`src/sv/equal_count_subarray_counter_unit_defines.svh`:
```
// ----------------------------------------------------------------------------
// equal count subarray counter: assertion macros
// shared checks, written against clk and rst of the including module
// ----------------------------------------------------------------------------
`ifndef EQUAL_COUNT_SUBARRAY_COUNTER_UNIT_DEFINES_SVH
`define EQUAL_COUNT_SUBARRAY_COUNTER_UNIT_DEFINES_SVH

// condition implies consequence in the same cycle
`define ECSC_ASSERT_SAME(label, ante, cons, msg) \
  label: assert property (@(posedge clk) disable iff (rst) (ante) |-> (cons)) \
    else $error(msg);

// condition implies consequence in the next cycle
`define ECSC_ASSERT_NEXT(label, ante, cons, msg) \
  label: assert property (@(posedge clk) disable iff (rst) (ante) |=> (cons)) \
    else $error(msg);

`endif

```
`src/sv/ecsc_ram.sv`:
```
// ----------------------------------------------------------------------------
// ecsc_ram
// generic simple dual port ram, one write port, one registered read port
// ----------------------------------------------------------------------------
module ecsc_ram #(
  parameter int WIDTH = 8,
  parameter int DEPTH = 16
) (
  input  logic                     clk,
  input  logic                     we,
  input  logic [$clog2(DEPTH)-1:0] waddr,
  input  logic [WIDTH-1:0]         wdata,
  input  logic [$clog2(DEPTH)-1:0] raddr,
  output logic [WIDTH-1:0]         rdata
);

  logic [WIDTH-1:0] mem [DEPTH];

  // write port
  always_ff @(posedge clk) begin
    if (we) begin
      mem[waddr] <= wdata;
    end
  end

  // registered read port
  always_ff @(posedge clk) begin
    rdata <= mem[raddr];
  end

endmodule

```
`config.mk`:
```
export PLATFORM = sky130hd
export DESIGN_NAME = ecsc_ram
export DESIGN_NICKNAME = d
export VERILOG_FILES = /design/src/sv/equal_count_subarray_counter_unit_defines.svh /design/src/sv/ecsc_ram.sv
export SDC_FILE = /design/constraint.sdc
export NUM_CORES = 1
export LEC_CHECK = 0
export BUFFER_PORTS_ARGS = -buffer_cell sky130_fd_sc_hd__buf_2
export CAP_MARGIN = 20
export CORE_AREA = 4 4 162 117
export DETAILED_ROUTE_END_ITERATION = 10
export DIE_AREA = 0 0 166 121
export PLACE_DENSITY = 0.56
export SYNTH_ARGS = -nofsm -noshare
export SYNTH_HDL_FRONTEND = slang
export SYNTH_SLANG_ARGS = --single-unit
```
`constraint.sdc`:
```
create_clock -name clk -period 1.9 [get_ports clk]
set_input_delay 0.095 -clock clk [delete_from_list [all_inputs] [get_ports clk]]
set_output_delay 0.095 -clock clk [all_outputs]
set_load 0.1 [all_outputs]
```
### After elaboration in Yosys (flattened, before gate mapping)

Memory sizes are Yosys's and may differ from the RTL's. A register that Yosys moved wholly into a read port is not among the register bits.
Cells that the tools add are included.

* flip-flop bits (word level): 0
* bits in writable memories: 128
* input bits: 18
* output and inout port bits: 8
* logic and storage cells: 3
* memories: 1

Memory list
* mem: depth 16, bits a word 8, rd ports 1, clocked after Yosys merged registers in 1, wr ports 1, line ecsc_ram.sv:17 `logic [WIDTH-1:0] mem [DEPTH];`

* mux-type cells: 2

Operators with widths (number)
* $mux W1: 2

### Logic depth before layout (Yosys ltp)

* depth in word-level cells: 2
* mapped depth: 5
* mapped depth without buffers: 3

### Worst setup path after synthesis

No wires, ideal clock.

* kind: input -> register
* from: input port waddr[2]
* to: memory mem[0][0] (enable)
* library setup time: 383 ps
* arrival: 1205 ps
* required time: 1517 ps
* path slack: 312 ps
* stages on the path: 2
* buffers on the path: 0
* cells stage by stage: or3b_2 > nor3_1

RTL lines
* start, declared: line ecsc_ram.sv:11 `input logic [$clog2(DEPTH)-1:0] waddr,`
* end, declared: line ecsc_ram.sv:17

No word-level cell before the write port.

==> results.ini <==
[routing]
wire_per_inst_um = 19.9
m1WireLength_mm = 5.31
first_pass_iters = 4
vias_per_cell = 4.57
met3_length_um = 482
drtIter0Drc = 247
dr_total_vias = 2434
drc_errors = 0
route.met2.wl_mm = 4.76
drtAntennaViolNets = 0
top_layer = met4
wl_mm = 10.6

[flow_run]
drv_cap = 0

[synth]
yosys_warnings = 0
synth_simple_gate_area_share_pct = 3.18
synth_top_cell_by_area = edfxtp_1
synthAdderAreaFrac_pct = 0
synthDistinctLibCells = 19
syn_area_sq_um = 5150
avgSynthCellArea_sq_um = 22.5
synth_top_family_by_area = multiplexers
synth-compound-area-share_pct = 2.33
netlist_instances = 229
synth_fp_nets = 247
synth_mux_area_share_pct = 15.0
synthTopCellsByArea = edfxtp_1, mux4_2, mux4_1, dfxtp_1, a22oi_1
synthXorXnorAreaFrac_pct = 0
ys_seq_area_share_pct = 77.8
synth-seq-cells = 136
yosysTopAreaCellShare_pct = 74.7

[setup_path]
path_buf_inv = 0
crit_fanout = 1
worstSetupStartpoint = mem[2][1]
required_ns = 2.18
critPathLaunchType = flip-flop
endpoint = rdata[1]
cpLargestDelayFamily = multiplexers
cp-end-kind = flip-flop
worstPathArrival_ns = 1.73
crit_chain = mux4_1 -> a22oi_1 -> nand2_1
critical_path_class = flip-flop to flip-flop
r2r-start = mem[2][1]
cpMaxStageDelayCell = mux4_1
path_depth = 3
critPathMaxStageDelay_ns = 0.49
r2r-end = rdata[1]
ff2ff_path_depth = 3
regToRegSetupSlack_ns = 0.45

[cells_and_area]
fill_cells = 1619
layout.nets = 302
area_growth_pct = 21.8
fin_util_pct = 35.6
diodes = 0
layout_commonest_cell = edfxtp_1
drive_gt1_share_pct = 31.3
final_cell_mix = edfxtp_1, buf_2, mux4_2, buf_4, clkbuf_16
layout.cells.non_filler = 533

[cts]
clk_latency_ns = 0.40
path_clk_slew_ns = 0.06
numCtsBuffers = 17
tritoncts = yes
htreeDepth = 4
clkSinkCount = 136
cts_hold_buf = 0
ctsResizeCount = 0
cts_root_buffer = clkbuf_16
post_cts_buffers = 0
clock_path_buffers = 2

[power_and_ir_drop]
power_w = 0.00711
cellPowerDensity_nw_per_um2 = 1130
ir_worst_vdd_v = 0.000531
power_leakage_nw = 2.11

[place]
dp.cells = 501
gp_congestion = 0.706
port_buffers = 25
dp_hpwl_mm = 6.67

[sta]
rsz0062_at_grt = false
max_slew.worst_pin.slew_ns = 0.492
setup_viol = 0
finalCriticalPeriod_ns = 1.45
drv_slew = 0
period_share_pct = 76.1
hold_viol = 0
fmax_mhz = 692
max_slew_margin_pct = 67.4
tns_ns = 0
skew_ns = 0.00905

[grt]
grt_max_degree = 33
grt_pass1_vias = 2552
gr-total-overflow = 0
antenna_found_initial = 0
grt_pass1_wl_mm = 16.3
grtUsageTotal_pct = 11.2

[floorplanning]
pin_count = 26
rows = 41
die-area_sq_um = 20100
chipWidth_um = 166
initial_utilization_pct = 29.3
coreArea_sq_um = 17600
die_h_um = 121

[worst_hold_path]
hp-class = input port to flip-flop
min_from = wdata[2]

[outcome]
status = finished clean

[cells in the mapped netlist]
master           count
edfxtp_1           128
mux4_2              18
a22oi_1             16
mux4_1              14
nor2_1              13
nand2_1              9
dfxtp_1              8
nor3_1               4
buf_2                3
buf_6                3
clkdlybuf4s25_2      3
nand2b_1             2
nand3b_1             2
and2_1               1
and2b_1              1
buf_4                1
nand3_1              1
nor2b_1              1
or3b_2               1
[logic make-up after synthesis]
kind of cell | after synthesis
flops | 136
simple gates | 35
mux | 32
compound gates | 16
buf+inv | 10
[stage by stage]
| stage | instance area, sq um | hold slack (ns) | worst slack (ns) |
|---|---|---|---|
| detailed placement | 5680 | 0.505 | 0.276 |
| CTS | 6270 | 0.0705 | 0.455 |
| global placement | 5680 | 0.489 | 0.264 |
| global route | 6270 | 0.0839 | 0.368 |
| floorplan | 5150 | 0.194 | 0.312 |
| finish | 6270 | 0.0898 | 0.454 |
[how the worst min path moves through the flow]
stage | to | slack, ns | cells after the start
after detailed placement | mem[13][2] | 0.50 | 1
after global placement | mem[5][0] | 0.49 | 1
after floorplan | mem[0][0] | 0.19 | 0
final | mem[11][2] | 0.09 | 1
after global routing | mem[4][0] | 0.08 | 1
after CTS | mem[4][1] | 0.07 | 1
[per-layer routing]
metal  global-route usage, %  up-vias
met1                    16.2     1284
met3                    3.29        7
met4                    3.09        0
met5                       0        -
met2                    16.4       58
li1                        -     1085
[state kept, by name, summed over array words and instances, names as in the netlist]
| signal | count |
|---|---|
| mem | 128 |
| rdata | 8 |
[report_power, final]
group	internal (W)	switching, W	total, W
logic	0.000141	0.000326	0.000467
clock network	0.00212	0.00114	0.00327
registers	0.00336	0.0000209	0.00338
total	0.00562	0.00149	0.00711
[layout make-up]
cell class / instances / area (sq um) / area share, %
Timing Repair Buffer: 46 / 320 / 5.11
Tap cell: 236 / 295 / 4.71
Clock buffer: 23 / 468 / 7.47
Clock inverter: 9 / 124 / 1.98
Sequential cell: 136 / 4000 / 63.9
Multi-Input combinational cell: 83 / 1060 / 16.9
No activity file was read; power rests on OpenSTA's default activity.
