<file path="src/sv/equal_count_subarray_counter_unit_defines.svh">
// ----------------------------------------------------------------------------
// equal count subarray counter: assertion macros
// shared checks, written against clk and rst of the including module
// ----------------------------------------------------------------------------
`ifndef EQUAL_COUNT_SUBARRAY_COUNTER_UNIT_DEFINES_SVH
`define EQUAL_COUNT_SUBARRAY_COUNTER_UNIT_DEFINES_SVH

// condition implies consequence in the same cycle
`define ECSC_ASSERT_SAME(label, ante, cons, msg) \
  label: assert property (@(posedge clk) disable iff (rst) (ante) |-> (cons)) \
    else $error(msg);

// condition implies consequence in the next cycle
`define ECSC_ASSERT_NEXT(label, ante, cons, msg) \
  label: assert property (@(posedge clk) disable iff (rst) (ante) |=> (cons)) \
    else $error(msg);

`endif

</file>
<file path="src/sv/ecsc_pkg.sv">
// ----------------------------------------------------------------------------
// ecsc_pkg
// shared sizes, codes and types of the equal count subarray counter
// ----------------------------------------------------------------------------
package ecsc_pkg;

  // sequence limits
  localparam int MAX_LEN    = 8192;
  localparam int HIST_DEPTH = 2 * MAX_LEN + 1;
  localparam int SLOT_W     = $clog2(HIST_DEPTH);
  localparam int CNT_W      = $clog2(MAX_LEN + 2);
  localparam int LEN_W      = $clog2(MAX_LEN + 1);

  // field widths
  localparam int ELEM_W  = 32;
  localparam int TOTAL_W = 26;

  // histogram entry: epoch tag over count
  localparam int EPOCH_W = 8;
  localparam int ENTRY_W = EPOCH_W + CNT_W;

  localparam logic [SLOT_W-1:0]  SLOT_CENTER = SLOT_W'(MAX_LEN);
  localparam logic [SLOT_W-1:0]  SLOT_LAST   = SLOT_W'(HIST_DEPTH - 1);
  localparam logic [EPOCH_W-1:0] EPOCH_FIRST = EPOCH_W'(1);
  localparam logic [EPOCH_W-1:0] EPOCH_LAST  = {EPOCH_W{1'b1}};

  // configuration port
  localparam int CFG_IDX_W  = 2;
  localparam int CFG_DATA_W = 32;

  typedef enum logic [CFG_IDX_W-1:0] {
    REG_VALUE_FIRST  = 2'd0,
    REG_VALUE_SECOND = 2'd1
  } reg_idx_t;

  // result queue
  localparam int OUTQ_DEPTH = 4;
  localparam int OUTQ_PTR_W = $clog2(OUTQ_DEPTH);
  localparam int OUTQ_CNT_W = $clog2(OUTQ_DEPTH + 1);

  // front end control
  typedef enum logic [2:0] {
    ST_CLEAR = 3'b001,
    ST_RUN   = 3'b010,
    ST_DRAIN = 3'b100
  } front_state_t;

  // item handed from the front end to the histogram update
  typedef struct packed {
    logic               valid;
    logic [SLOT_W-1:0]  slot;
    logic [EPOCH_W-1:0] epoch;
    logic               over;
    logic               last;
  } hist_op_t;

  // clear pass write request
  typedef struct packed {
    logic              we;
    logic [SLOT_W-1:0] addr;
  } clr_req_t;

  // one result item
  typedef struct packed {
    logic [TOTAL_W-1:0] subarray_count;
    logic               too_long;
    logic               final_count;
  } result_t;

endpackage

</file>
<file path="src/sv/ecsc_channels.sv">


interface ecsc_out_if;
  import ecsc_pkg::*;

  logic               valid;
  logic               ready;
  logic [TOTAL_W-1:0] subarray_count;
  logic               too_long;
  logic               final_count;

  modport source (
    output valid, output subarray_count, output too_long, output final_count, input ready
  );
  modport sink (
    input valid, input subarray_count, input too_long, input final_count, output ready
  );
endinterface

</file>
<file path="src/sv/ecsc_outq.sv">
// ----------------------------------------------------------------------------
// ecsc_outq
// small result queue between the update stage and the output channel
// ----------------------------------------------------------------------------
module ecsc_outq (
  input  logic                            clk,
  input  logic                            rst,
  input  logic                            push,
  input  ecsc_pkg::result_t               push_data,
  ecsc_out_if.source                      out_item,
  output logic [ecsc_pkg::OUTQ_CNT_W-1:0] count
);
  import ecsc_pkg::*;

  result_t               slots [OUTQ_DEPTH];
  logic [OUTQ_PTR_W-1:0] wr_ptr;
  logic [OUTQ_PTR_W-1:0] rd_ptr;
  logic                  pop;
  result_t               head;

  assign head                    = slots[rd_ptr];
  assign out_item.valid          = (count != '0);
  assign out_item.subarray_count = head.subarray_count;
  assign out_item.too_long       = head.too_long;
  assign out_item.final_count    = head.final_count;
  assign pop                     = out_item.valid && out_item.ready;

  // storage
  always_ff @(posedge clk) begin
    if (push) begin
      slots[wr_ptr] <= push_data;
    end
  end

  // pointers and fill level
  always_ff @(posedge clk) begin
    if (rst) begin
      wr_ptr <= '0;
      rd_ptr <= '0;
      count  <= '0;
    end else begin
      if (push) begin
        wr_ptr <= wr_ptr + OUTQ_PTR_W'(1);
      end
      if (pop) begin
        rd_ptr <= rd_ptr + OUTQ_PTR_W'(1);
      end
      unique case ({push, pop})
        2'b10:   count <= count + OUTQ_CNT_W'(1);
        2'b01:   count <= count - OUTQ_CNT_W'(1);
        default: count <= count;
      endcase
    end
  end

endmodule

</file>
<file path="src/flat_wrapper.sv">
// flat-port wrapper written by rule: the top's interface ports become plain ports
module ecsc_outq_flat import ecsc_pkg::*;
  (clk, rst, push, push_data, count, out_item_valid, out_item_subarray_count, out_item_too_long, out_item_final_count, out_item_ready);
  ecsc_out_if out_item_i ();
  input  logic clk;
  input  logic rst;
  input  logic push;
  input  ecsc_pkg::result_t push_data;
  output logic [ecsc_pkg::OUTQ_CNT_W-1:0] count;
  output wire logic [$bits(out_item_i.valid)-1:0] out_item_valid;
  output wire logic [$bits(out_item_i.subarray_count)-1:0] out_item_subarray_count;
  output wire logic [$bits(out_item_i.too_long)-1:0] out_item_too_long;
  output wire logic [$bits(out_item_i.final_count)-1:0] out_item_final_count;
  input wire logic [$bits(out_item_i.ready)-1:0] out_item_ready;
  assign out_item_valid = out_item_i.valid;
  assign out_item_subarray_count = out_item_i.subarray_count;
  assign out_item_too_long = out_item_i.too_long;
  assign out_item_final_count = out_item_i.final_count;
  assign out_item_i.ready = out_item_ready;
  ecsc_outq u_core (.clk(clk), .rst(rst), .push(push), .push_data(push_data), .out_item(out_item_i), .count(count));
endmodule
</file>
<file path="config.mk">
export PLATFORM = sky130hd
export DESIGN_NAME = ecsc_outq_flat
export DESIGN_NICKNAME = d
export VERILOG_FILES = /design/src/sv/equal_count_subarray_counter_unit_defines.svh /design/src/sv/ecsc_pkg.sv /design/src/sv/ecsc_channels.sv /design/src/sv/ecsc_outq.sv /design/src/flat_wrapper.sv
export SDC_FILE = /design/constraint.sdc
export NUM_CORES = 1
export LEC_CHECK = 0
export BUFFER_PORTS_ARGS = -buffer_cell sky130_fd_sc_hd__buf_2
export CAP_MARGIN = 20
export CORE_AREA = 2 2 104 96
export CTS_CLUSTER_SIZE = 12
export DETAILED_ROUTE_END_ITERATION = 7
export DIE_AREA = 0 0 106 98
export MAX_ROUTING_LAYER = met4
export PLACE_DENSITY = 0.7
export SLEW_MARGIN = 20
export SYNTH_ARGS = -nofsm -noshare
export SYNTH_HDL_FRONTEND = slang
export SYNTH_SLANG_ARGS = --single-unit
</file>
<file path="constraint.sdc">
create_clock -name clk -period 5 [get_ports clk]
set_clock_uncertainty 0.1 [all_clocks]
set_input_delay 1 -clock clk [delete_from_list [all_inputs] [get_ports clk]]
set_output_delay 1 -clock clk [all_outputs]
set_load 0.02 [all_outputs]
</file>
# Word level (Yosys, flattened, before mapping)
# Memories as Yosys holds them, arrays and structs flattened. A register that Yosys moved wholly into a read port is not among the register bits.
# Index checks and enable logic that the tools add are counted.
[word_totals]
register_bits = 7
ramBits = 112
inputBits = 32
elab_cells = 18
mem_count = 1
[mem_list]
columns = ["name", "words", "width", "rd", "rd_clocked_by_memory_dff", "write_ports", "line", "source"]
rows = [
  ["u_core.slots", 4, 28, 1, 1, 1, "ecsc_outq.sv:15", "result_t slots [OUTQ_DEPTH];"],
]
[op_classes]
add_sub_neg = 4
eq_ne = 2
n_mux = 5
reduce_logical = 3
[op_table]
columns = ["operator", "count"]
rows = [
  ["$pmux 3 s2", 1],
  ["$add 2x1->2 const B", 2],
  ["$mux 2", 2],
  ["$add 3x1->3 const B", 1],
  ["$reduce_bool 3->1", 1],
  ["$sub 3x1->3 const B", 1],
  ["$eq 2x1->1 const B", 1],
  ["$eq 2x2->1 const B", 1],
  ["$mux 1", 2],
  ["$reduce_bool 2->1", 1],
  ["$logic_and 1x1->1", 1],
]

# Depth between registers and ports, before layout
[depth]
depth_word = 4
depth_mapped = 7

# Worst setup path before layout
# OpenSTA, ideal clock, no wires.
[synth_timing]
path_kind = "input-to-reg"
start = "input port out_item_ready"
end = "register u_core.count[2] in the netlist's numbering"
arrival_time_ps = 2300
t_required_ps = 4830
path_slack_ps = 2530
path_stages = 7
n_path_buf = 0
path_cell_list = "o31a_1 -> ha_1 -> inv_1 -> fa_1 -> xor2_1 -> or3_1 -> a21oi_1"
[synth_via]
elab_chain_len = 3
word_cells_on_any_way = 5
cone_classes = "eq/ne (2); mux (1); reduce/logical (2)"
[synth_lines]
columns = ["item", "line", "source"]
rows = [
  ["start, declared", "flat_wrapper.sv:14", "input wire logic [$bits(out_item_i.ready)-1:0] out_item_ready;"],
  ["$logic_and 1x1->1 *", "ecsc_outq.sv:26", "assign pop = out_item.valid && out_item.ready;"],
  ["$eq 2x1->1 or $eq 2x2->1 (tied branches)", "ecsc_outq.sv:48", "unique case ({push, pop})"],
  ["$pmux 3 s2 or $reduce_bool 2->1 (tied branches)", "n/a", ""],
  ["end signal, assigned", "ecsc_outq.sv:49", "2'b10: count <= count + OUTQ_CNT_W'(1);"],
  ["end signal, assigned", "ecsc_outq.sv:50", "2'b01: count <= count - OUTQ_CNT_W'(1);"],
  ["end signal, assigned", "ecsc_outq.sv:51", "default: count <= count;"],
  ["end, declared", "ecsc_outq.sv:11", "output logic [ecsc_pkg::OUTQ_CNT_W-1:0] count"],
]
# Mark *: on every way between the ends. The rest lies on a longest branch, timed or not.
# A chain may end at the register's enable or synchronous reset.

==> out/summary.md <==
* complete, no violations — run status
* 307 — # nets final
* 10400 um2 — full die area
* 408 — Final Instance Count excl. Fillers
* 0 ns — sum of negative setup slack
* 9400 um2 — area of the core region
* 15.6% — portion of total power attributed to combinational logic
* 0 — count of buffers added by post-CTS timing repair for setup
* 0.442 ns — final hold slack
* 0.06 ns — clock slew at reported path FFs
* 64 — # IOs
* out_item_subarray_count[23] — crit path to
* 0 — final number of max-transition violations
* 68.6% — final clock period utilization by the worst path
* 0 — initial antenna violation count
* false — unrepaired setup endpoints after global routing
* 1.57 ns — Worst Setup Slack, final
* clkbuf_8 — cell at the root of the clock tree
* 231 — Synthesized Nets
* 0 — final antenna diode count
* 0 — Final ANT Viol Nets
* 63 — port buffer count
* 1.49% — post-synthesis share of cell area spent on and, or, nand and nor gates
* 1.95 nW — leakage power summed over all cells
* 0 — Final Setup Violations
* 902 um2 — multi-input gate area in the final layout
* 98 um — height of the chip
* 7 — cells on worst reg2reg path
* 12.0 mm — global-route wire length before repair
* 2.22 mW — cell-internal power
* 29 — largest net degree at the start of global routing
* 2294 — via count of the first global-routing pass
* 0 — max-cap violation count
* 28 — maximum fanout along the worst path
* 121 — number of clock sinks
* 21 — post-synthesis cell type count
* register to register — class of the worst hold path
* 2.99 mW — Power Total
* 34 — # rows
* 14.8% — post-synthesis mux area share
* 292 MHz — Max Fclk
* 25.9% — Switching Fraction
* 0 — number of buffers inserted for hold repair after clock tree synthesis
* 42.5% — portion of total power attributed to the clock network
* 0 — post-cts resize count
* 42.0% — register share of total power
* register — launching element type of the critical path
* primary output — category of the worst setup path capture point
* register to primary output — Worst Path Class, Setup
* 0.966% — area share of xor/xnor cells in the synthesized design
* 2103 — via count
* 0.683 — routability congestion estimate from global placement
* 2.96 ns — internal reg-to-reg setup slack
* 106 um — Chip Width
* 1.82% — area share of fa/ha/maj cells after synthesis
* edfxtp_1, mux4_2, mux4_1 — largest cells by area after synthesis
* 7.54 mm — Total Routed Length
* 48.2% — effective utilization at floorplan
* 0.50 ns — Clock Latency Late Sink
* 0 — number of endpoints with negative hold slack in the final report
* built — clock tree from TritonCTS
* 3.90 ns — Critical Path RT
* 4 — CTS H-Tree Depth
* 0 — global-route congestion overflow total
* 2.33 ns — arrival time worst endpoint
* 43.3% — proportion of layout cells with a drive suffix above 1
* 2.04 ns — DP Worst Slack
* 18.5 um — Routed wire per std cell
* 193 — gate count after technology mapping
* 121 — number of register bits inferred by synthesis
* 17 — cts bufs inserted
* 23.0% — relative area change from synthesis to final layout
* 4530 um2 — Synth Cell Area
* 16.4% — global-route usage over all layers
* 74.2% — proportion of netlist area held by the largest area contributor
* 5.15 — Vias/cell
* 78.2% — share of the yosys chip area belonging to registers
* 4 — drt pass-1 iters
* 774 uW — power spent charging and discharging nets
* edfxtp_1 — cell taking the most area after synthesis
* 2 — number of buffers on the longest clock path
* 23.5 um2 — Synth Area per Inst
* 62 — Starting DRT DRC Count
* 675 — Fill cells
* 3550 um2 — sequential cell area
* 3.43 ns — Period minus WS final
* 36.0% — Max transition margin
* 376 — Placed Cells
* 0 — YS warnings
* u_core.count[0] — worst reg2reg path startpoint
* 0.961 ns — worst slew pin tran
* u_core.count[2] — endpoint of the worst-slack reg-to-reg timing path
* 536 nW/um2 — areal power density over the cells
* multiplexers — largest family of logic cells by synthesized area
* 0.270 mV — maximum vdd drop
* 0.718% — synthesized-area fraction occupied by ao, oa, aoi and oai cells
* 0 — number of remaining DRC errors
* 4.34 mm — placed wire-length estimate
==> cell usage in the layout, fill, tap and decap left out, drive strengths merged <==
cell type	synthesis	final
bufinv	0	4
nor2	8	8
clkinv	0	1
mux4	28	28
clkbuf	1	17
o311ai	1	1
o21ai	1	1
mux2i	1	1
clkinvlp	0	3
buf	6	64
a21oi	2	2
xnor2	2	2
xor2	3	3
edfxtp	112	112
ha	5	5
or3	2	2
and2	4	4
dfxtp	9	9
o31a	1	1
fa	1	1
inv	6	13
==> kinds of logic after synthesis <==
| family | after synthesis |
|---|---|
| AOI/OAI and AO/OA | 5 |
| xor gates and xnor gates | 5 |
| adders and majority gates | 6 |
| buffers and inverters | 13 |
| DFF | 121 |
| muxes | 29 |
| and+or+nand+nor | 14 |
==> area by class of cell <==
type | instances | area share, %
Sequential cell | 121 | 63.6
Multi-Input combinational cell | 59 | 16.2
Clock inverter | 15 | 3.81
Tap cell | 126 | 2.83
Timing Repair Buffer | 64 | 5.79
Inverter | 6 | 0.404
Clock buffer | 17 | 7.42
==> sequential cells by signal, summed over array words and instances (netlist names), named ones only <==
register       flops
u_core.count       3
u_core.rd_ptr      2
u_core.slots     112
u_core.wr_ptr      2
==> power by group through the flow <==
| stage | registers (mW) | clock network (mW) | logic, mW |
|---|---|---|---|
| 5_1_grt | 1.27 | 1.35 | 0.499 |
| 3_5_place_dp | 1.28 | 0 | 0.470 |
| 6_report | 1.25 | 1.27 | 0.465 |
| 2_1_floorplan | 1.23 | 0 | 0.397 |
| 4_1_cts | 1.26 | 1.29 | 0.473 |
| 3_3_place_gp | 1.28 | 0 | 0.462 |
==> how the worst min path moves through the flow <==
stage	start	to	slack (ns)	cells past startpoint
4_1_cts	u_core.rd_ptr[0]	u_core.rd_ptr[0]	0.45	2
6_report	u_core.rd_ptr[0]	u_core.rd_ptr[0]	0.44	2
5_1_grt	u_core.rd_ptr[1]	register	0.47	2
2_1_floorplan	u_core.rd_ptr[1]	register	0.38	2
3_5_place_dp	u_core.rd_ptr[0]	u_core.rd_ptr[0]	0.43	2
3_3_place_gp	u_core.count[2]	u_core.count[2]	0.41	2
==> stage by stage <==
stage	area, um2	util, %
after floorplan	4530	-
after global placement	4950	52.6
after detailed placement	4950	52.7
after CTS	5580	59.3
after global routing	5580	59.3
final	5580	59.3
==> synthesized netlist by cell type <==
cell type	instances
a21oi_1	2
and2_1	4
buf_12	2
buf_2	3
buf_6	1
clkbuf_1	1
dfxtp_1	9
edfxtp_1	112
fa_1	1
ha_1	5
inv_1	6
mux2i_1	1
mux4_1	8
mux4_2	20
nor2_1	8
o21ai_0	1
o311ai_0	1
o31a_1	1
or3_1	2
xnor2_1	2
xor2_1	3
==> routing by layer <==
metal	vias to the layer above	global-route usage (%)	share of wire (%)
met1	1079	20.7	45
met2	63	25.2	50
met4	0	4.55	0.68
met3	6	6.14	4.7
met5	-	-	0
li1	955	-	-
==> critical path, cell delays in order (launching register included) <==
cell,delay [ns]
dfxtp_2,0.96
mux4_1,0.67
buf_2,0.18
(Power assumes the default switching activity.)
