## src/sv/equal_count_subarray_counter_unit_defines.svh

```systemverilog
// ----------------------------------------------------------------------------
// equal count subarray counter: assertion macros
// shared checks, written against clk and rst of the including module
// ----------------------------------------------------------------------------
`ifndef EQUAL_COUNT_SUBARRAY_COUNTER_UNIT_DEFINES_SVH
`define EQUAL_COUNT_SUBARRAY_COUNTER_UNIT_DEFINES_SVH

// condition implies consequence in the same cycle
`define ECSC_ASSERT_SAME(label, ante, cons, msg) \
  label: assert property (@(posedge clk) disable iff (rst) (ante) |-> (cons)) \
    else $error(msg);

// condition implies consequence in the next cycle
`define ECSC_ASSERT_NEXT(label, ante, cons, msg) \
  label: assert property (@(posedge clk) disable iff (rst) (ante) |=> (cons)) \
    else $error(msg);

`endif

```

## src/sv/ecsc_pkg.sv

```systemverilog
// ----------------------------------------------------------------------------
// ecsc_pkg
// shared sizes, codes and types of the equal count subarray counter
// ----------------------------------------------------------------------------
package ecsc_pkg;

  // sequence limits
  localparam int MAX_LEN    = 8192;
  localparam int HIST_DEPTH = 2 * MAX_LEN + 1;
  localparam int SLOT_W     = $clog2(HIST_DEPTH);
  localparam int CNT_W      = $clog2(MAX_LEN + 2);
  localparam int LEN_W      = $clog2(MAX_LEN + 1);

  // field widths
  localparam int ELEM_W  = 32;
  localparam int TOTAL_W = 26;

  // histogram entry: epoch tag over count
  localparam int EPOCH_W = 8;
  localparam int ENTRY_W = EPOCH_W + CNT_W;

  localparam logic [SLOT_W-1:0]  SLOT_CENTER = SLOT_W'(MAX_LEN);
  localparam logic [SLOT_W-1:0]  SLOT_LAST   = SLOT_W'(HIST_DEPTH - 1);
  localparam logic [EPOCH_W-1:0] EPOCH_FIRST = EPOCH_W'(1);
  localparam logic [EPOCH_W-1:0] EPOCH_LAST  = {EPOCH_W{1'b1}};

  // configuration port
  localparam int CFG_IDX_W  = 2;
  localparam int CFG_DATA_W = 32;

  typedef enum logic [CFG_IDX_W-1:0] {
    REG_VALUE_FIRST  = 2'd0,
    REG_VALUE_SECOND = 2'd1
  } reg_idx_t;

  // result queue
  localparam int OUTQ_DEPTH = 4;
  localparam int OUTQ_PTR_W = $clog2(OUTQ_DEPTH);
  localparam int OUTQ_CNT_W = $clog2(OUTQ_DEPTH + 1);

  // front end control
  typedef enum logic [2:0] {
    ST_CLEAR = 3'b001,
    ST_RUN   = 3'b010,
    ST_DRAIN = 3'b100
  } front_state_t;

  // item handed from the front end to the histogram update
  typedef struct packed {
    logic               valid;
    logic [SLOT_W-1:0]  slot;
    logic [EPOCH_W-1:0] epoch;
    logic               over;
    logic               last;
  } hist_op_t;

  // clear pass write request
  typedef struct packed {
    logic              we;
    logic [SLOT_W-1:0] addr;
  } clr_req_t;

  // one result item
  typedef struct packed {
    logic [TOTAL_W-1:0] subarray_count;
    logic               too_long;
    logic               final_count;
  } result_t;

endpackage

```

## src/sv/ecsc_update.sv

```systemverilog
// ----------------------------------------------------------------------------
// ecsc_update
// histogram read-modify-write with forwarding, running total, result build
// ----------------------------------------------------------------------------
module ecsc_update (
  input  logic                         clk,
  input  logic                         rst,
  input  ecsc_pkg::hist_op_t           op,
  input  logic [ecsc_pkg::ENTRY_W-1:0] rd_data,
  output logic                         wr_en,
  output logic [ecsc_pkg::SLOT_W-1:0]  wr_addr,
  output logic [ecsc_pkg::ENTRY_W-1:0] wr_data,
  output logic                         res_valid,
  output ecsc_pkg::result_t            res
);
  import ecsc_pkg::*;

  logic [TOTAL_W-1:0] total;
  logic [TOTAL_W-1:0] total_sum;
  logic               fwd_valid;
  logic [SLOT_W-1:0]  fwd_slot;
  logic [EPOCH_W-1:0] fwd_epoch;
  logic [CNT_W-1:0]   fwd_count;
  logic [EPOCH_W-1:0] stored_tag;
  logic [CNT_W-1:0]   stored_cnt;
  logic [CNT_W-1:0]   reset_cnt;
  logic [CNT_W-1:0]   cur_cnt;
  logic [CNT_W-1:0]   new_cnt;

  assign stored_tag = rd_data[ENTRY_W-1:CNT_W];
  assign stored_cnt = rd_data[CNT_W-1:0];
  assign reset_cnt  = (op.slot == SLOT_CENTER) ? CNT_W'(1) : '0;

  // current count: last write wins, then a tag match, else the cleared value
  always_comb begin
    priority if (fwd_valid && (fwd_slot == op.slot) && (fwd_epoch == op.epoch)) begin
      cur_cnt = fwd_count;
    end else if (stored_tag == op.epoch) begin
      cur_cnt = stored_cnt;
    end else begin
      cur_cnt = reset_cnt;
    end
  end

  assign new_cnt   = cur_cnt + CNT_W'(1);
  assign total_sum = total + TOTAL_W'(cur_cnt);

  assign wr_en   = op.valid && !op.over;
  assign wr_addr = op.slot;
  assign wr_data = {op.epoch, new_cnt};

  // result item
  assign res_valid          = op.valid;
  assign res.subarray_count = op.over ? total : total_sum;
  assign res.too_long       = op.over;
  assign res.final_count    = op.last;

  // running total, cleared after the last item of a sequence
  always_ff @(posedge clk) begin
    if (rst) begin
      total <= '0;
    end else if (op.valid) begin
      if (op.last) begin
        total <= '0;
      end else if (!op.over) begin
        total <= total_sum;
      end
    end
  end

  // forwarding register covers the read issued in the cycle of this write
  always_ff @(posedge clk) begin
    if (rst) begin
      fwd_valid <= 1'b0;
    end else begin
      fwd_valid <= wr_en;
    end
  end

  always_ff @(posedge clk) begin
    fwd_slot  <= op.slot;
    fwd_epoch <= op.epoch;
    fwd_count <= new_cnt;
  end

endmodule

```

## config.mk

```make
export PLATFORM = sky130hd
export DESIGN_NAME = ecsc_update
export DESIGN_NICKNAME = d
export VERILOG_FILES = /design/src/sv/equal_count_subarray_counter_unit_defines.svh /design/src/sv/ecsc_pkg.sv /design/src/sv/ecsc_update.sv
export SDC_FILE = /design/constraint.sdc
export NUM_CORES = 1
export LEC_CHECK = 0
export BUFFER_PORTS_ARGS = -buffer_cell sky130_fd_sc_hd__buf_4
export CAP_MARGIN = 20
export CORE_UTILIZATION = 49
export CTS_BUF_LIST = sky130_fd_sc_hd__clkbuf_2 sky130_fd_sc_hd__clkbuf_4 sky130_fd_sc_hd__clkbuf_8
export DETAILED_ROUTE_END_ITERATION = 10
export HOLD_SLACK_MARGIN = 0.15
export PLACE_DENSITY = 0.85
export SLEW_MARGIN = 10
export SYNTH_ARGS = -nofsm -noshare
export SYNTH_HDL_FRONTEND = slang
export SYNTH_SLANG_ARGS = --single-unit
```

## constraint.sdc

```tcl
create_clock -name clk -period 4.99 [get_ports clk]
set_clock_uncertainty 0.05 [all_clocks]
set_input_delay 0.499 -clock clk [delete_from_list [all_inputs] [get_ports clk]]
set_output_delay 0.499 -clock clk [all_outputs]
set_load 0.05 [all_outputs]
```

## Word level (Yosys, flattened, before mapping)

Index checks and enable logic that the tools add are counted.

- Flip-flop bits (word level): 64
- Bits of input ports: 50
- Output and inout port bits: 67
- Word-level logic and storage cells: 20

- Add/sub/neg operators: 2
- Eq/ne operators: 4
- Muxes and demuxes: 5
- Reductions and logical operators: 4

Operator list:

| operator | count |
|---|---|
| 26-bit 2-to-1 mux | 2 |
| 14-bit 2-to-1 mux | 2 |
| 26-bit by 14-bit adder with 26-bit output | 1 |
| 8-bit equality test | 2 |
| 15-bit by 14-bit equality test with 1-bit output (second input constant) | 1 |
| 15-bit equality test | 1 |
| 14-bit by 1-bit adder with 14-bit output (second input constant) | 1 |
| 1-bit logical AND | 3 |
| 1-bit zero test | 1 |
| 1-bit 2-to-1 mux | 1 |

## Longest topological paths before layout

Gate-level depths: netlist of the first run.

- Depth after elaboration: 7
- Mapped depth: 19
- Depth with buffers taken out: 16

## Least setup slack after synthesis of the first run

No wires, ideal clock.

- Path type: in2out
- From: in op[20] (netlist bit)
- To: out res[18] (netlist bit)
- Arrival time: 5.716 ns
- Data required time: 4.441 ns
- Setup slack: -1.275 ns
- Cell stages on the path: 18
- Buffers on the path: 3
- Cells stage by stage: xor2_1 -> nor4_1 -> nand4_2 -> or2_1 -> buf_6 -> buf_2 -> mux2i_1 -> inv_1 -> ha_1 -> fa_1 -> a21o_1 -> a21oi_1 -> o21ai_1 -> a31o_2 -> a31oi_1 -> clkbuf_1 -> nor2_1 -> xor2_1

RTL lines:

| element | RTL line | source |
|---|---|---|
| start: declaration | ecsc_update.sv:8 | `input ecsc_pkg::hist_op_t op,` |
| end: declaration | ecsc_update.sv:14 | `output ecsc_pkg::result_t res` |

==> flow_metrics.tcl, run 1 <==
set metrics [dict create \
    gr-total-overflow 0 \
    ant_nets 0 \
    numCtsBuffers 9 \
    track_usage_pct 25.52 \
    path_cells "xor2_1 > nor4_2 > nand4_2 > or2_1 > mux2i_4 > inv_2 > ha_1 > fa_1 > a21o_1 > a21oi_2 > o21ai_1 > a31o_2 > a31oi_4 > nor2_1 > xor2_4 > buf_4" \
    setup.worst_path.start_class "flip-flop" \
    synth_compound_area_share_pct 15.34 \
    avgSynthCellArea_um2 8.380 \
    core_um2 8341 \
    hpwl_mm 8.327 \
    synth_top_family_by_area "simple AND/OR/NAND/NOR gates" \
    async_flop_share_pct 0 \
    syn_area_um2 4265 \
    crit_arrival_ns 4.18 \
    vias 3999 \
    synth_top_area_share_pct 30.04 \
    muxShareOfSynthArea_pct 4.371 \
    drc 0 \
    antenna_found_initial 0 \
    synth_fp_nets 577 \
    ctsLongestPathBuffers 2 \
    max_freq_mhz 211.5 \
    via_per_inst 5.632 \
    crit_type "flip-flop to output port" \
    fin_setup_tns_ns 0 \
    yosys_warnings 0 \
    port_buffers 116 \
    critPathTopFamily "compound AO/OA/AOI/OAI gates" \
    h-tree-depth 3 \
    drt_iter0_drc 245 \
    io_pins 117 \
    tightest_slew_ns 0.7573 \
    clk_latency_ns 0.36 \
    cts_tree "done" \
    timing.hold.ws_ns 0.2227 \
    end_kind "output port" \
    die_h_um 95.30 \
    cts_root_buf "clkbuf_8" \
    synth.distinct_cells 55 \
    ir_drop_v 0.0001674 \
    leakagePower_nw 2.421 \
    yosys-top-cells-count "dfxtp_1, nand2_1, xor2_1" \
    fin_nets 668 \
    clkTransAtPathRegs_ns 0.09 \
    ff2ff_path_depth 15 \
    finalCriticalPeriod_ns 4.729 \
    synth_seq_area_share_pct 30.04 \
    yosys.area_share.simple_pct 23.64 \
    hold_start "op[8]" \
    rsz0062_at_grt "yes" \
    clock_sinks 64 \
    synth_xor_area_share_pct 13.35 \
    synthCells 509 \
    hold_path_end "fwd_epoch[6]" \
    start_util_pct 51.14 \
    ctsHoldBuffers 0 \
    grt_max_degree 31 \
    rrSetupSlack_ns 0.90 \
    hold_viol_final 0 \
    drv_cap 0 \
    postRouteWirelength_mm 11.38 \
    synth_fa_ha_area_share_pct 5.456 \
    max_slew_margin_pct 48.98 \
    area_growth_pct 29.33 \
    yosysTopAreaCell "dfxtp_1" \
    required_ns 4.44 \
    ys_top_cells_by_area "dfxtp_1, xor2_1, xnor2_1" \
    fin_crit_sh_pct 94.77 \
    fill_cells 669 \
    gp_congestion 0.9560 \
    multi_input_area_um2 2854 \
    p_per_area_nw_per_um2 229.7 \
    critical_path.max_fanout 8 \
    grt_pass1_vias 3909 \
    hold_depth 1 \
    crit_path_top_delay_cell "fa_1" \
    firstDrtPassIters 8 \
    dieWidth_um 95.30 \
    num_antenna_cells 0 \
    max_stage_delay_ns 0.42 \
    worstHoldPathType "input port to flip-flop" \
    r2r_end "total[17]" \
    setup_viol 0 \
    r2r_start "fwd_slot[8]" \
    row_count 33 \
    outcome "complete, no violations" \
    synth-edff-count 0 \
    die_area_um2 9082 \
    drive_gt1_share_pct 30.74 \
    cp_num_buf_inv 2 \
    wire_per_inst_um 16.03 \
    synth_most_common_cell "dfxtp_1" \
    slew_viol_final 0 \
    grt_pass1_wl_mm 18.07 \
    ys_ff_latch 64 \
    synth_ff_type "dfxtp_1" \
    regArea_um2 1281 \
]
-- layout by cell type (no fill, tap or decap), types with 9 or more instances in the layout --
cell type | netlist | routed
nand2b_1 | 18 | 18
buf_4 | 26 | 127
xnor2_1 | 27 | 27
a31oi_1 | 12 | 11
dfxtp_1 | 64 | 64
o21ai_0 | 23 | 16
nand3_1 | 14 | 14
nor2b_1 | 22 | 22
nand2_1 | 39 | 39
ha_1 | 17 | 17
clkbuf_8 | 0 | 9
inv_1 | 11 | 10
o21ai_1 | 6 | 9
xor2_1 | 38 | 32
nor2_1 | 35 | 35
a21oi_1 | 25 | 23
-- layer usage --
| layer | vias to the layer above | global-route usage [%] | wire length [um] |
|---|---|---|---|
| met4 | 0 | 6.692 | 122 |
| met1 | 1876 | 30.35 | 4722 |
| li1 | 1932 | - | - |
| met2 | 177 | 45.30 | 5547 |
| met3 | 14 | 6.459 | 989 |
| met5 | - | 0 | 0 |
-- how the worst max path moves through the flow --
stage,from,cells past startpoint,endpoint
floorplan,op[13],18,res[16]
global placement,op[13],15,res[19]
detailed placement,op[13],17,res[24]
CTS,fwd_slot[3],14,res[19]
global route,fwd_epoch[0],16,res[24]
finish,fwd_slot[8],16,res[24]
-- repair_timing --
item	in CTS	in global routing
endpoints found under the setup margin	0	14
gates resized for setup	0	7
setup buffers	0	4
-- through the flow --
stage                     util (%)  std cells  worst slack [ns]  power (mW)  instance area (um2)
after CTS                    65.21        705           0.08466       1.273                 5439
after global routing         66.14        710          0.003282       1.313                 5517
after global placement       62.20        689            0.1912      0.7056                 5187
final                        66.14        710            0.2608       1.267                 5517
after detailed placement     62.20        689           0.08768      0.7097                 5187
after floorplan                  -        509          0.009658      0.6493                 4431
-- cell families (layout without fill, tap and decap cells) --
logic type,after synthesis,in the layout
AO/OA/AOI/OAI,101,102
XOR/XNOR,65,65
adder cells (fa/ha/maj),18,18
buffers and inverters,60,155
flip-flops,64,64
multiplexers,16,16
AND/OR/NAND/NOR,185,185
-- state kept, by name (all words and copies together), names as in the netlist --
signal / cells
fwd_count: 14
fwd_epoch: 8
fwd_slot: 15
fwd_valid: 1
total: 26
-- layout make-up --
class,count,share of cell area (%)
repair buffers,127,17.28
inverters,12,0.8165
multi-input cells,386,51.74
flip-flops and latches,64,23.23
clock inverters,7,2.313
clock buffers,9,2.245
well taps,105,2.381
-- power breakdown --
group,leakage [nW],switching [mW],internal (mW)
Combinational,1.77,0.108,0.0642
Sequential,0.524,0.00534,0.522
Clock,0.126,0.229,0.339
Total,2.42,0.343,0.924
(Power assumes the default switching activity.)
==> inputs of run 2 (changes only) <==
Settings changed: MAX_ROUTING_LAYER set to met4.
==> run 2 against run 1 <==
Compared with the run above:
- sequential power hardly changed
- first-iteration DRC count is 5.7% higher
- critical path depth stayed put
- fmax is 0.69% lower
- via count is 0.50% higher
- sequential share of layout area is 0.32 points higher
- flip-flop and latch count stayed put
- core utilization is 0.89 points lower
- non-clock buffer count is 2 lower
- critical path type unchanged
- largest cell class unchanged
- largest power group is now registers
==> flow_metrics.tcl, run 2 (synthesis gave the netlist of run 1 again) <==
set metrics [dict create \
    setup.worst_path.start_class "flip-flop" \
    slew_viol_final 0 \
    cts_tree "done" \
    p_sw_mw 0.3293 \
    max_slew_margin_pct 51.11 \
    worstHoldPathType "input port to flip-flop" \
    max_freq_mhz 210.0 \
    via_per_inst 5.685 \
    num_antenna_cells 0 \
    p_sw_share_pct 27.51 \
    fin_setup_tns_ns 0 \
    fin_nets 665 \
    cts_root_buf "clkbuf_8" \
    final_cell_mix "buf_4, dfxtp_1, nand2_1, nor2_1, xor2_1" \
    vias 4019 \
    place_inst 689 \
    placed_cell_area_um2 5187 \
    h-tree-depth 3 \
    critical_path.max_fanout 10 \
    numCtsBuffers 9 \
    ir_drop_v 0.0001309 \
    finalCriticalPeriod_ns 4.762 \
    drive_gt1_share_pct 30.07 \
    leakagePower_nw 2.395 \
    wire_per_inst_um 16.04 \
    port_buffers 116 \
    drc 0 \
    row_count 33 \
    outcome "complete, no violations" \
    regMostFlops "total" \
    antenna_found_initial 0 \
    setup_slack_ns 0.2281 \
    core_um2 8341 \
    required_ns 4.44 \
    postRouteWirelength_mm 11.34 \
    clkTransAtPathRegs_ns 0.08 \
    end_kind "output port" \
    area_growth_pct 27.60 \
    comb_power_share_pct 14.4 \
    power_mw 1.197 \
    ant_nets 0 \
    dieWidth_um 95.30 \
    p_clk_share_pct 41.6 \
    clk_latency_ns 0.35 \
    clock_sinks 64 \
    largest_reg_flops 26 \
    gr-total-overflow 0 \
    crit_arrival_ns 4.21 \
    setup_viol 0 \
    p_int_mw 0.8676 \
    p_seq_share_pct 44.0 \
    final_common_cell "buf_4" \
    die_h_um 95.30 \
    grt_max_degree 31 \
    reg_top3 "total x26, fwd_slot x15, fwd_count x14" \
    crit_type "flip-flop to output port" \
    ctsLongestPathBuffers 2 \
    drt_iter0_drc 259 \
    grt_pass1_vias 3813 \
    io_pins 117 \
    fin_crit_sh_pct 95.43 \
    gp_congestion 0.9690 \
    tightest_slew_ns 0.7257 \
    fin_area_um2 5443 \
    grt_pass1_wl_mm 17.91 \
    p_per_area_nw_per_um2 219.9 \
    track_usage_pct 26.14 \
    firstDrtPassIters 5 \
    place_worst_setup_slack_ns 0.08923 \
    final-instance-count-excl-fill 707 \
    die_area_um2 9082 \
    hold_viol_final 0 \
    rrSetupSlack_ns 0.96 \
    drv_cap 0 \
    start_util_pct 51.14 \
    hpwl_mm 8.286 \
]
[run 2: worst paths after layout]
path / startpoint / to / cells after the start
max: fwd_epoch[1] / res[24] / 16
min reg2reg: total[25] / total[25] / 2
max reg2reg: fwd_epoch[1] / total[17] / 15
min: op[10] / fwd_slot[0] / 1
[run 2: area by class of cell]
| type | instances | area (um2) |
|---|---|---|
| inverter | 12 | 45.04 |
| multi-input combinational | 385 | 2828 |
| clock inverter | 7 | 95.09 |
| clock buffer | 9 | 123.9 |
| tap | 105 | 131.4 |
| sequential | 64 | 1281 |
| timing repair buffer | 125 | 938.4 |
| fill | 685 | 2898 |
[run 2: power by group through the flow]
stage | combinational (mW) | clock [mW] | sequential (mW)
after detailed placement | 0.171 | 0 | 0.539
final | 0.172 | 0.498 | 0.527
after global routing | 0.182 | 0.525 | 0.527
after floorplan | 0.112 | 0 | 0.538
after CTS | 0.172 | 0.503 | 0.527
after global placement | 0.167 | 0 | 0.538
[run 2: repair_timing]
action | in CTS | in global routing
endpoints found under the setup margin | 0 | 14
hold buffers | 0 | 0
setup buffers | 0 | 2
gates resized for setup | 0 | 5
[run 2: routing by layer]
| layer | track usage [%] | up-vias | share of wire, % |
|---|---|---|---|
| met1 | 30.92 | 1919 | 44 |
| li1 | - | 1927 | - |
| met4 | 7.576 | 0 | 1.4 |
| met2 | 45.00 | 152 | 49 |
| met5 | - | - | 0 |
| met3 | 4.864 | 21 | 5.8 |
[run 2: through the flow]
step                      utilization, %  hold slack (ns)
final                              65.26           0.2332
after detailed placement           62.20           0.4603
after global placement             62.20           0.4408
after CTS                          64.82           0.2257
after floorplan                        -           0.4294
after global routing               65.26           0.2237
[run 2: worst max-delay path, cell delays in order, from the launching register on]
cell and delay [ns]:
dfxtp_1 0.33, xor2_1 0.17, nor4_2 0.32, nand4_2 0.14, or2_1 0.29, mux2i_4 0.21
inv_2 0.07, ha_1 0.23, fa_1 0.41, a21o_1 0.21, a21oi_2 0.20, o21ai_1 0.11
a31o_2 0.28, a31oi_4 0.35, nor2_1 0.18, xor2_4 0.18, buf_4 0.20
==> inputs of run 3 (changes only) <==
Settings changed: CORE_UTILIZATION 49 to 38, PLACE_DENSITY 0.85 to 0.7.
==> run 3 against run 2 <==
Compared with the run above:
- global-route usage is 6.5 points lower
- core utilization is 15 points lower
- non-clock buffer count is 1 higher
- sequential power hardly changed
- final area is 0.80% higher
- count of clock-buffer cells in the layout is 1 higher
- combinational power hardly changed
- first-iteration DRC count is 32% lower
- final cell count is 5.2% higher
- via count is 3.7% lower
- largest cell class unchanged
- largest power group unchanged
==> flow_metrics.tcl, run 3 (synthesis gave the netlist of run 1 again) <==
set metrics [dict create \
    ant_nets 0 \
    fin_crit_sh_pct 95.02 \
    finalCriticalPeriod_ns 4.742 \
    reg_top3 "total x26, fwd_slot x15, fwd_count x14" \
    core_um2 10890 \
    postRouteWirelength_mm 11.04 \
    p_int_mw 0.7796 \
    worstHoldPathType "input port to flip-flop" \
    crit_start "fwd_epoch[1]" \
    crit_type "flip-flop to output port" \
    p_per_area_nw_per_um2 202.3 \
    num_antenna_cells 0 \
    clock_sinks 64 \
    tightest_slew_ns 0.8571 \
    port_buffers 116 \
    ir_drop_v 0.0001444 \
    dieWidth_um 107.9 \
    row_count 38 \
    numCtsBuffers 9 \
    fin_nets 667 \
    fin_area_um2 5487 \
    outcome "complete, no violations" \
    timing.hold.ws_ns 0.2254 \
    drive_gt1_share_pct 30.79 \
    io_pins 117 \
    hold_start "op[17]" \
    largest_reg_flops 26 \
    start_util_pct 39.17 \
    via_per_inst 5.204 \
    setup.worst_path.start_class "flip-flop" \
    h-tree-depth 3 \
    critical_path.max_fanout 9 \
    wire_per_inst_um 14.83 \
    drt_iter0_drc 175 \
    firstDrtPassIters 5 \
    hold_viol_final 0 \
    p_seq_share_pct 47.4 \
    die_area_um2 11650 \
    placed_cell_area_um2 5224 \
    clkTransAtPathRegs_ns 0.07 \
    rsz0062_at_grt "no" \
    p_clk_share_pct 37.1 \
    area_growth_pct 28.63 \
    comb_power_share_pct 15.5 \
    antenna_found_initial 0 \
    grt_max_degree 31 \
    end_kind "output port" \
    vias 3872 \
    fin_setup_tns_ns 0 \
    clk_latency_ns 0.35 \
    multi_input_area_um2 2856 \
    hpwl_mm 8.223 \
    grt_pass1_vias 3577 \
    final_common_cell "buf_4" \
    cts_tree "done" \
    die_h_um 107.9 \
    drc 0 \
    track_usage_pct 19.64 \
    fill_cells 1020 \
    ctsLongestPathBuffers 2 \
    regArea_um2 1281 \
    max_freq_mhz 210.9 \
    max_slew_margin_pct 42.25 \
    gp_congestion 0.8891 \
    regMostFlops "total" \
    p_sw_share_pct 29.75 \
    ctsHoldBuffers 0 \
    required_ns 4.44 \
    gr-total-overflow 0 \
    leakagePower_nw 2.390 \
    p_sw_mw 0.3302 \
    cts_root_buf "clkbuf_8" \
    crit_arrival_ns 4.19 \
    setup_viol 0 \
    fin_util_pct 50.39 \
    final_cell_mix "buf_4, dfxtp_1, nand2_1, nor2_1, xor2_1" \
    r2r_start "fwd_epoch[1]" \
    grt_pass1_wl_mm 17.28 \
    slew_viol_final 0 \
    drv_cap 0 \
]
-- run 3: changes by cell type in the layout (fill, tap and decap cells not counted), sizes merged --
cell / delta
buf: +2
bufinv: -2
clkinvlp: +2
a31oi: +1
inv: -1
-- run 3: per-stage QoR --
step                setup slack (ns)  cells  power (mW)
floorplan                   0.009658    509      0.6493
global placement             0.08035    723      0.7069
detailed placement           0.04052    723      0.7094
CTS                         0.009636    741       1.125
global route                0.002407    744       1.158
finish                        0.2484    744       1.110
-- run 3: metal layers --
layer	routed length (um)	track usage (%)
met1	5066	23.92
met2	5050	31.48
met3	774	5.787
met4	143	5.382
met5	0	-
-- run 3: worst max-delay path, stage by stage, from the launching register on --
cell and delay, ns:
dfxtp_1 0.32, xor2_1 0.15, nor4_2 0.34, nand4_2 0.15, buf_4 0.19, nor2_1 0.20
buf_4 0.22, nand2_1 0.07, nand2_1 0.14, ha_1 0.33, a21o_1 0.21, a21o_1 0.17
a21oi_1 0.26, o21ai_1 0.20, a31oi_4 0.34, nor2_1 0.17, xor2_4 0.17, buf_4 0.20
-- run 3: layout make-up --
class | instances | area share (%)
Inverter | 12 | 0.8210
Timing Repair Buffer | 126 | 17.24
Clock buffer | 10 | 2.509
Clock inverter | 6 | 0.8210
Tap cell | 140 | 3.193
Multi-Input combinational cell | 386 | 52.06
Sequential cell | 64 | 23.35
-- run 3: what timing repair did --
item                       CTS  global route
gates resized for setup      0             9
setup endpoints to repair    5            15
pin swaps                    1             3
setup buffers                2             2
cloned                       0             1
-- run 3: final timing paths --
path                      end  slack (ns)  depth (start not counted)
setup / recovery      res[20]        0.25                         17
hold / removal    fwd_slot[7]        0.23                          1
setup reg to reg    total[22]        0.83                         16
hold reg to reg     total[25]        0.47                          2
-- run 3: power groups by stage --
stage / logic [mW] / registers [mW] / clock network [mW]
finish: 0.172 / 0.526 / 0.412
global route: 0.183 / 0.528 / 0.448
CTS: 0.171 / 0.526 / 0.427
detailed placement: 0.171 / 0.538 / 0
global placement: 0.169 / 0.538 / 0
floorplan: 0.112 / 0.538 / 0
